`src/design/tesc_pkg.sv`:
```
// ----------------------------------------------------------------------------
// tesc_pkg
// Shared types and character codes for the template end-tag scanner.
// ----------------------------------------------------------------------------
package tesc_pkg;

	localparam int unsigned TAG_OFFSET_W = 32;

	// Position inside a candidate closing tag
	typedef enum logic [3:0] {
		PH_IDLE         = 4'd0,
		PH_BRACKET      = 4'd1,
		PH_AFTER_PCT    = 4'd2,
		PH_SPACES       = 4'd3,
		PH_E            = 4'd4,
		PH_N            = 4'd5,
		PH_D            = 4'd6,
		PH_ENDING       = 4'd7,
		PH_CHOMP        = 4'd8,
		PH_PCT_END      = 4'd9,
		PH_COMMENT      = 4'd10,
		PH_COMMENT_PCT  = 4'd11,
		PH_SEMI         = 4'd12,
		PH_SEMI_BRACKET = 4'd13,
		PH_SEMI_PCT     = 4'd14
	} phase_t;

	// Result status codes
	typedef enum logic [1:0] {
		ST_PENDING = 2'd0,
		ST_FOUND   = 2'd1,
		ST_ENDED   = 2'd2
	} status_t;

	// Decision for one byte
	typedef struct packed {
		phase_t next;
		logic   close;     // tag completes on this byte
		logic   cand_here; // candidate starts at this byte
		logic   cand_prev; // candidate starts at the byte before
	} judge_t;

	localparam logic [7:0] CH_MINUS  = 8'h2D;
	localparam logic [7:0] CH_PLUS   = 8'h2B;
	localparam logic [7:0] CH_EQUAL  = 8'h3D;
	localparam logic [7:0] CH_TILDE  = 8'h7E;
	localparam logic [7:0] CH_UPPER_E = 8'h45;
	localparam logic [7:0] CH_UPPER_N = 8'h4E;
	localparam logic [7:0] CH_UPPER_D = 8'h44;
	localparam logic [7:0] CH_SEMI   = 8'h3B;
	localparam logic [7:0] CH_HASH   = 8'h23;
	localparam logic [7:0] CH_PCT    = 8'h25;
	localparam logic [7:0] CH_LBRACK = 8'h5B;
	localparam logic [7:0] CH_RBRACK = 8'h5D;
	localparam logic [7:0] CH_SPACE  = 8'h20;
	localparam logic [7:0] CH_TAB    = 8'h09;
	localparam logic [7:0] CH_CR     = 8'h0D;
	localparam logic [7:0] CH_LF     = 8'h0A;

endpackage

```
`src/design/tesc_judge.sv`:
```
// ----------------------------------------------------------------------------
// tesc_judge
// Next-phase decision of the closing-tag matcher for one byte.
// ----------------------------------------------------------------------------
module tesc_judge (
	input  tesc_pkg::phase_t phase,
	input  logic [7:0]       text_byte,
	output tesc_pkg::judge_t verdict
);
	import tesc_pkg::*;

	logic   is_chomp;
	logic   is_blank;
	logic   is_word;
	logic   resolved;
	phase_t eff;

	// Classify the byte
	assign is_chomp = (text_byte == CH_MINUS) || (text_byte == CH_PLUS) ||
	                  (text_byte == CH_EQUAL) || (text_byte == CH_TILDE);
	assign is_blank = (text_byte == CH_SPACE) || (text_byte == CH_TAB) ||
	                  (text_byte == CH_CR) || (text_byte == CH_LF);
	assign is_word  = (text_byte >= 8'h61 && text_byte <= 8'h7A) ||
	                  (text_byte >= 8'h41 && text_byte <= 8'h5A) ||
	                  (text_byte >= 8'h30 && text_byte <= 8'h39) ||
	                  (text_byte == 8'h5F);

	always_comb begin
		verdict  = '{next: PH_IDLE, close: 1'b0, cand_here: 1'b0, cand_prev: 1'b0};
		resolved = 1'b0;
		eff      = phase;

		// Phases that may hand the same byte on to another phase
		unique case (phase)
			PH_D: begin
				eff = is_word ? PH_IDLE : PH_ENDING;
			end
			PH_COMMENT_PCT: begin
				if (text_byte == CH_RBRACK) begin
					verdict.close = 1'b1;
					resolved      = 1'b1;
				end else begin
					eff = PH_COMMENT;
				end
			end
			PH_SEMI_BRACKET: begin
				if (text_byte == CH_PCT) begin
					verdict.next      = PH_AFTER_PCT;
					verdict.cand_prev = 1'b1;
					resolved          = 1'b1;
				end else begin
					eff = PH_SEMI;
				end
			end
			PH_SEMI_PCT: begin
				if (text_byte == CH_RBRACK) begin
					verdict.close = 1'b1;
					resolved      = 1'b1;
				end else begin
					eff = PH_SEMI;
				end
			end
			default: begin
				eff = phase;
			end
		endcase

		// Main step; a failed candidate falls back to the idle judgment
		if (!resolved) begin
			unique case (eff)
				PH_BRACKET: begin
					if (text_byte == CH_PCT) verdict.next = PH_AFTER_PCT;
					else resolved = 1'b1;
				end
				PH_AFTER_PCT: begin
					if (is_chomp || is_blank) verdict.next = PH_SPACES;
					else if (text_byte == CH_UPPER_E) verdict.next = PH_E;
					else resolved = 1'b1;
				end
				PH_SPACES: begin
					if (is_blank) verdict.next = PH_SPACES;
					else if (text_byte == CH_UPPER_E) verdict.next = PH_E;
					else resolved = 1'b1;
				end
				PH_E: begin
					if (text_byte == CH_UPPER_N) verdict.next = PH_N;
					else resolved = 1'b1;
				end
				PH_N: begin
					if (text_byte == CH_UPPER_D) verdict.next = PH_D;
					else resolved = 1'b1;
				end
				PH_ENDING: begin
					if (is_blank) verdict.next = PH_ENDING;
					else if (text_byte == CH_SEMI) verdict.next = PH_SEMI;
					else if (text_byte == CH_HASH) verdict.next = PH_COMMENT;
					else if (is_chomp) verdict.next = PH_CHOMP;
					else if (text_byte == CH_PCT) verdict.next = PH_PCT_END;
					else resolved = 1'b1;
				end
				PH_CHOMP: begin
					if (text_byte == CH_PCT) verdict.next = PH_PCT_END;
					else resolved = 1'b1;
				end
				PH_PCT_END: begin
					if (text_byte == CH_RBRACK) verdict.close = 1'b1;
					else resolved = 1'b1;
				end
				PH_COMMENT: begin
					if (text_byte == CH_LF) verdict.next = PH_ENDING;
					else if (text_byte == CH_PCT) verdict.next = PH_COMMENT_PCT;
					else verdict.next = PH_COMMENT;
				end
				PH_SEMI: begin
					if (text_byte == CH_LBRACK) verdict.next = PH_SEMI_BRACKET;
					else if (text_byte == CH_PCT) verdict.next = PH_SEMI_PCT;
					else verdict.next = PH_SEMI;
				end
				default: begin
					resolved = 1'b1;
				end
			endcase

			// Idle judgment: an opening bracket starts a candidate
			if (resolved) begin
				if (text_byte == CH_LBRACK) begin
					verdict.next      = PH_BRACKET;
					verdict.cand_here = 1'b1;
				end else begin
					verdict.next = PH_IDLE;
				end
			end
		end
	end

endmodule

```
`src/design/template_end_tag_scanner.sv`:
```
// ----------------------------------------------------------------------------
// template_end_tag_scanner
// Finds the first well-formed closing END tag in a stream of body bytes.
// ----------------------------------------------------------------------------
// Path: an accepted item passes through the input register and then the result
//   register, which loads once it is empty or its result is taken; a stalled
//   result stream holds the item in the input register.
// Throughput: one item per cycle while the result stream is not stalled; the
//   phase update lies between the input register and the result register.
// Reset: arst_n clears the phase to idle, the offset, candidate start and
//   closed flag to zero, and empties both registers.
module template_end_tag_scanner #(
	parameter int unsigned OFFSET_WIDTH = 32
) (
	input  logic        clk,
	input  logic        arst_n,
	input  logic        s_axis_tvalid,
	output logic        s_axis_tready,
	input  logic [7:0]  s_axis_tdata,  // [7:0] text_byte
	input  logic        s_axis_tlast,  // last_byte
	input  logic        s_axis_tuser,  // [0] start_of_body
	output logic        m_axis_tvalid,
	input  logic        m_axis_tready,
	output logic [31:0] m_axis_tdata,  // [31:0] tag_offset
	output logic [1:0]  m_axis_tuser   // [1:0] scan_status
);
	import tesc_pkg::*;

	localparam int unsigned EXT_W = OFFSET_WIDTH + TAG_OFFSET_W;

	// Input register
	logic                     valid_s1;
	logic [7:0]               byte_s1;
	logic                     last_s1;
	logic                     start_s1;

	// Result register
	logic                     valid_s2;
	logic [TAG_OFFSET_W-1:0]  tag_s2;
	status_t                  status_s2;

	// Scan state
	phase_t                   phase_q;
	logic [OFFSET_WIDTH-1:0]  offset_q;
	logic [OFFSET_WIDTH-1:0]  cand_q;
	logic                     closed_q;

	logic                     advance;
	phase_t                   phase_eff;
	logic [OFFSET_WIDTH-1:0]  pos;
	logic                     closed_eff;
	judge_t                   verdict;
	logic [EXT_W-1:0]         cand_ext;

	assign advance       = valid_s1 && (!valid_s2 || m_axis_tready);
	assign s_axis_tready = !valid_s1 || advance;

	// Apply start of body before judging the byte
	assign phase_eff  = start_s1 ? PH_IDLE : phase_q;
	assign pos        = start_s1 ? '0 : offset_q;
	assign closed_eff = start_s1 ? 1'b0 : closed_q;
	assign cand_ext   = EXT_W'(cand_q);

	tesc_judge u_judge (
		.phase     (phase_eff),
		.text_byte (byte_s1),
		.verdict   (verdict)
	);

	// Capture input item
	always_ff @(posedge clk or negedge arst_n) begin
		if (!arst_n) begin
			valid_s1 <= 1'b0;
		end else if (s_axis_tready) begin
			valid_s1 <= s_axis_tvalid;
		end
	end

	always_ff @(posedge clk) begin
		if (s_axis_tready && s_axis_tvalid) begin
			byte_s1  <= s_axis_tdata;
			last_s1  <= s_axis_tlast;
			start_s1 <= s_axis_tuser;
		end
	end

	// Advance scan state and produce result
	always_ff @(posedge clk or negedge arst_n) begin
		if (!arst_n) begin
			valid_s2 <= 1'b0;
			phase_q  <= PH_IDLE;
			offset_q <= '0;
			cand_q   <= '0;
			closed_q <= 1'b0;
		end else begin
			if (advance) begin
				valid_s2 <= 1'b1;
			end else if (m_axis_tready) begin
				valid_s2 <= 1'b0;
			end
			if (advance) begin
				offset_q <= pos + OFFSET_WIDTH'(1);
				if (closed_eff) begin
					// hold the scan after a close
					phase_q  <= phase_eff;
					closed_q <= 1'b1;
				end else if (verdict.close) begin
					closed_q <= 1'b1;
					phase_q  <= PH_IDLE;
				end else begin
					closed_q <= 1'b0;
					phase_q  <= last_s1 ? PH_IDLE : verdict.next;
					if (verdict.cand_here) cand_q <= pos;
					else if (verdict.cand_prev) cand_q <= pos - OFFSET_WIDTH'(1);
				end
			end
		end
	end

	always_ff @(posedge clk) begin
		if (advance) begin
			if (!closed_eff && verdict.close) begin
				status_s2 <= ST_FOUND;
				tag_s2    <= cand_ext[TAG_OFFSET_W-1:0];
			end else begin
				status_s2 <= (!closed_eff && last_s1) ? ST_ENDED : ST_PENDING;
				tag_s2    <= '0;
			end
		end
	end

	assign m_axis_tvalid = valid_s2;
	assign m_axis_tdata  = tag_s2;
	assign m_axis_tuser  = status_s2;

endmodule

```
`config.mk`:
```
export PLATFORM = sky130hd
export DESIGN_NAME = template_end_tag_scanner
export DESIGN_NICKNAME = d
export VERILOG_FILES = /design/src/design/tesc_pkg.sv /design/src/design/tesc_judge.sv /design/src/design/template_end_tag_scanner.sv
export SDC_FILE = /design/constraint.sdc
export NUM_CORES = 1
export LEC_CHECK = 0
export BUFFER_PORTS_ARGS = -buffer_cell sky130_fd_sc_hd__buf_2
export CORE_MARGIN = 10
export CORE_UTILIZATION = 30
export CTS_BUF_LIST = sky130_fd_sc_hd__clkbuf_4 sky130_fd_sc_hd__clkbuf_8 sky130_fd_sc_hd__clkbuf_16
export CTS_CLUSTER_SIZE = 25
export DETAILED_ROUTE_END_ITERATION = 8
export GPL_TIMING_DRIVEN = 0
export REMOVE_ABC_BUFFERS = 1
export SKIP_CTS_REPAIR_TIMING = 1
export SYNTH_ARGS = -nofsm -noshare
export SYNTH_HDL_FRONTEND = slang
export SYNTH_HIERARCHICAL = 1
export SYNTH_SLANG_ARGS = --single-unit
```
`constraint.sdc`:
```
create_clock -name clk -period 9.7 [get_ports clk]
set_clock_uncertainty 0.05 [all_clocks]
set_input_delay 0.485 -clock clk [delete_from_list [all_inputs] [get_ports clk]]
set_output_delay 0.485 -clock clk [all_outputs]
set_load 0.01 [all_outputs]
```
; ---- Word level (Yosys, flattened, before mapping)
; Cells that the tools add are included.
[op_classes]
n_addsub = 2
magnitude_cmp = 6
eq_ne = 31
n_bitwise = 2
n_mux = 61
n_reduce_logical = 28
[op_table]
columns = cell, count
row1 = $mux W32, 3
row2 = $mux W4, 22
row3 = $eq A8 B6 Y1 const B, 7
row4 = $eq A8 B7 Y1 const B, 7
row5 = $pmux W4 S9, 1
row6 = $add A32 B1 Y32 const B, 1
row7 = $sub A32 B1 Y32 const B, 1
row8 = $eq A4 B4 Y1 const B, 7
row9 = $mux W1, 27
row10 = $eq A8 B4 Y1 const B, 3
row11 = $eq A4 B3 Y1 const B, 4
row12 = $ge A8 B7 Y1 const B, 2
row13 = $le A8 B7 Y1 const B, 2
row14 = $pmux W4 S4, 1
row15 = $logic_or A1 B1 Y1, 12
row16 = $eq A4 B2 Y1 const B, 2
row17 = $ge A8 B6 Y1 const B, 1
row18 = $le A8 B6 Y1 const B, 1
row19 = $pmux W1 S8, 1
row20 = $logic_and A1 B1 Y1, 7
row21 = $mux W2, 3
row22 = $mux W6, 1
row23 = $reduce_or A2 Y1, 3
row24 = $eq A4 B1 Y1 const B, 1
row25 = other kinds (6), 10
[totals]
output_inout_bits = 36
wordCells = 141
inputBits = 14
ff_bits = 115

; ---- Longest topological paths before layout
[depth]
word_depth = 16
mapped_depth = 20
ltp_nobuf = 13

; ---- Hierarchy
; The synthesis kept the hierarchy.
[modules_own_cells]
columns = mod, seq_area_each_um2, area_each_um2, instances, cells_per_inst
row1 = template_end_tag_scanner, 3098.0, 6032.0, 1, 613
row2 = tesc_judge, 0.0, 872.1, 1, 138

; ---- Worst setup path before layout
; OpenSTA, ideal clock, no wires.
[synth_timing]
kind = flip-flop to flip-flop
start = register start_s1
end = register cand_q[10]
arrival_ns = 3.696
path_stages_with_launch = 21
setup_time_ns = 0.095
synth_period_minus_slack_ns = 3.841
slack_ns = 5.859
cell_sequence = edfxtp_1 > buf_2 > clkbuf_1 > buf_1 > nor2b_1 > buf_2 > inv_1 > nor2_1 > nand3_1 > a22oi_2 > buf_6 > nor2_1 > a221oi_2 > a21oi_1 > clkbuf_1 > or2_2 > nand4_1 > clkbuf_1 > buf_2 > nand2_1 > o31ai_1
[synth_lines]
columns = item, line
row1 = start: declaration, template_end_tag_scanner.sv:35  ; logic start_s1;
row2 = start signal: assignment, template_end_tag_scanner.sv:83  ; start_s1 <= s_axis_tuser;
row3 = end signal: assignment, template_end_tag_scanner.sv:113  ; if (verdict.cand_here) cand_q <= pos;
row4 = end signal: assignment, template_end_tag_scanner.sv:114  ; else if (verdict.cand_prev) cand_q <= pos - OFFSET_WIDTH'(1);
row5 = end: declaration, template_end_tag_scanner.sv:45  ; logic [OFFSET_WIDTH-1:0] cand_q;

==> results.json <==
{
  "status": "complete, no violations",
  "drv_slew": 0,
  "port_buffers": 49,
  "drive_above_1_share_pct": 16.3,
  "worstSetupPathType": "reg2reg",
  "cp.required_ps": 9950,
  "ys_dominant_reg_cell": "dfrtp_1",
  "totalWireLength_mm": 17.2,
  "min_period_ps": 6020,
  "grt_antenna_before_repair": 0,
  "synth_edf_count": 44,
  "synth_area_um2": 6900,
  "grt.total_usage_pct": 11.8,
  "power.density_nw_per_um2": 174,
  "worst_slew_pin_slew_ps": 1280,
  "yosysWarnings": 6,
  "die_w_um": 172,
  "start_kind": "flop",
  "hp-class": "in2reg",
  "die_h_um": 172,
  "fin_ws_ps": 3680,
  "ant_nets": 0,
  "mostFrequentLayoutCells": "93 x nand2_1, 71 x dfrtp_1, 48 x buf_2, 46 x and3_1",
  "num_io_pins": 50,
  "core_um2": 22600,
  "ys_ff_latch": 115,
  "cp.depth": 17,
  "syn_to_final_growth_pct": 15.2,
  "syn_inst": 751,
  "antennaDiodeCount": 0,
  "hold_path_depth": 1,
  "cp_slowest_cell": "a21oi_1",
  "utilization_pct": 35.1,
  "post-dp-hpwl_mm": 11.8,
  "initial_core_util_pct": 30.5,
  "grt.overflow.total": 0,
  "dieArea_um2": 29500,
  "rsz0062_at_grt": "no",
  "cts_tree": "built",
  "critPathTopFamily": "simple AND/OR/NAND/NOR gates",
  "clockBufferDepth": 2,
  "drv_cap": 0,
  "synth_area_per_cell_um2": 9.19,
  "firstDrtPassIters": 5,
  "slew-limit-headroom_pct": 14.2,
  "clkSinkCount": 115,
  "vias": 5660,
  "path_buf_inv": 5,
  "instances_no_fill": 1059,
  "clk_latency_ps": 420,
  "path_clk_slew_ps": 60,
  "crit_top_cell": "buf_8",
  "worstPathMaxFanout": 24,
  "pre_cts_ws_ps": 3830,
  "grt_pass1_wl_mm": 28.4,
  "ys_seq_area_share_pct": 44.9,
  "routed_via_density": 5.34,
  "cp_cell_sequence": "buf_16 > buf_8 > nor2b_1 > inv_1 > nor2_1 > nand3_1 > a22oi_2 > or2_2 > a22oi_1 > a21oi_1 > or2_2 > nand4_1 > buf_8 > buf_8 > nor2_1 > o21ai_1 > a32o_1",
  "ir_drop_v": 0.000109,
  "grt_start_max_net_pins": 44,
  "drc": 0,
  "rr_worst_depth": 17,
  "hold_viol": 0,
  "place_inst": 1026,
  "cts_made_buffers": 17,
  "synth_cell_types": 76,
  "wire_per_inst_um": 16.2,
  "end_kind": "flop",
  "p_leak_uw": 0.00325,
  "final_common_cell": "nand2_1",
  "max_freq_ghz": 0.166,
  "cts-root-buf": "clkbuf_16",
  "finalPower_uw": 1380,
  "crit_arrival_ps": 6270,
  "gp_congestion": 0.856,
  "grt_pass1_vias": 5296,
  "async_flop_share_pct": 61.7,
  "drt-initial-drc-count": 531,
  "layout.nets": 777,
  "min_period_over_period_pct": 62.1,
  "setup_viol": 0,
  "htreeDepth": 4,
  "setup_tns_ps": 0,
  "rows": 55,
  "cp_slowest_stage_delay_ps": 770
}
-- through the flow --
step           area [µm²]  hold slack [ps]
2_1_floorplan        6590              139
3_3_place_gp         7190              404
3_5_place_dp         7350              389
4_1_cts              7940            -51.3
5_1_grt              7950              186
6_report             7950              196
-- worst paths after layout --
| path | startpoint | end | slack [ps] |
|---|---|---|---|
| max | start_s1 | cand_q[30] | 3680 |
| min | s_axis_tdata[5] | byte_s1[5] | 200 |
| max reg2reg | start_s1 | cand_q[30] | 3680 |
| min reg2reg | cand_q[3] | cand_q[3] | 420 |
| max in group asynchronous | arst_n | offset_q[14] | 8550 |
| min in group asynchronous | arst_n | cand_q[24] | 490 |
-- sequential cells by signal, summed over array words and instances (netlist names) --
signal / flops
byte_s1: 8
last_s1: 1
start_s1: 1
phase_q: 4
m_axis_tdata: 32
cand_q: 32
offset_q: 32
valid_s1: 1
closed_q: 1
m_axis_tvalid: 1
m_axis_tuser: 2
-- cell type report --
type                       count  area [µm²]
fill                        2290       14700
multi-input combinational    554        3430
inverter                      16        60.1
sequential                   115        3100
clock inverter                14         153
clock buffer                  18         439
tap                          285         357
timing repair buffer          57         413
-- logic make-up (layout without fill, tap and decap cells) --
kind of cell,after synthesis,count (layout),synth area share (%)
xor+xnor,25,25,3.17
flops,115,115,44.9
buf+inv,82,105,5.47
fa+ha+maj,2,2,0.362
compound gates,165,165,15.5
simple gates,354,354,29.4
mux,8,8,1.16
-- worst reg2reg max path: stages, from the launching register on --
cell and delay [ps]:
edfxtp_1 510, buf_16 230, buf_8 160, nor2b_1 470
inv_1 280, nor2_1 310, nand3_1 180, a22oi_2 610
or2_2 220, a22oi_1 80, a21oi_1 770, or2_2 260
nand4_1 480, buf_8 370, buf_8 170, nor2_1 400
o21ai_1 130, a32o_1 220
-- cells in the mapped netlist (4+ instances only) --
| library cell | number | area (µm²) |
|---|---|---|
| a211o_1 | 5 | 43.8 |
| a21oi_1 | 37 | 185 |
| a31oi_1 | 9 | 56.3 |
| a32o_1 | 4 | 40.0 |
| and2_1 | 5 | 31.3 |
| and3_1 | 46 | 288 |
| and4_1 | 9 | 78.8 |
| buf_1 | 4 | 15.0 |
| buf_2 | 26 | 130 |
| buf_4 | 4 | 30.0 |
| clkbuf_1 | 29 | 109 |
| dfrtp_1 | 71 | 1780 |
| edfxtp_1 | 44 | 1320 |
| inv_1 | 16 | 60.1 |
| mux2i_1 | 8 | 80.1 |
| nand2_1 | 93 | 349 |
| nand2b_1 | 6 | 37.5 |
| nand3_1 | 27 | 135 |
| nand4_1 | 19 | 119 |
| nor2_1 | 44 | 165 |
| nor2b_1 | 22 | 138 |
| nor3_1 | 21 | 105 |
| nor3b_1 | 4 | 30.0 |
| nor4_1 | 10 | 62.6 |
| nor4_2 | 8 | 100 |
| nor4_4 | 4 | 85.1 |
| o21ai_0 | 37 | 185 |
| o21ai_1 | 10 | 50.1 |
| o22ai_1 | 11 | 68.8 |
| o31ai_1 | 8 | 60.1 |
| or2_2 | 9 | 56.3 |
| xnor2_1 | 14 | 123 |
| xor2_1 | 11 | 96.3 |
-- layer usage --
layer,up-vias,track usage [%],routed length (µm)
li1,2783,-,-
met1,2700,15.8,8290
met2,160,18.7,7860
met3,17,2.61,835
met4,0,3.59,212
met5,-,0,0
-- report_power, final --
group / switching [µW] / total (µW) / internal (µW)
combinational: 120 / 190 / 69.6
clock: 241 / 628 / 387
sequential: 27.0 / 562 / 535
total: 388 / 1380 / 992
Power figures use the tool's default switching activity.
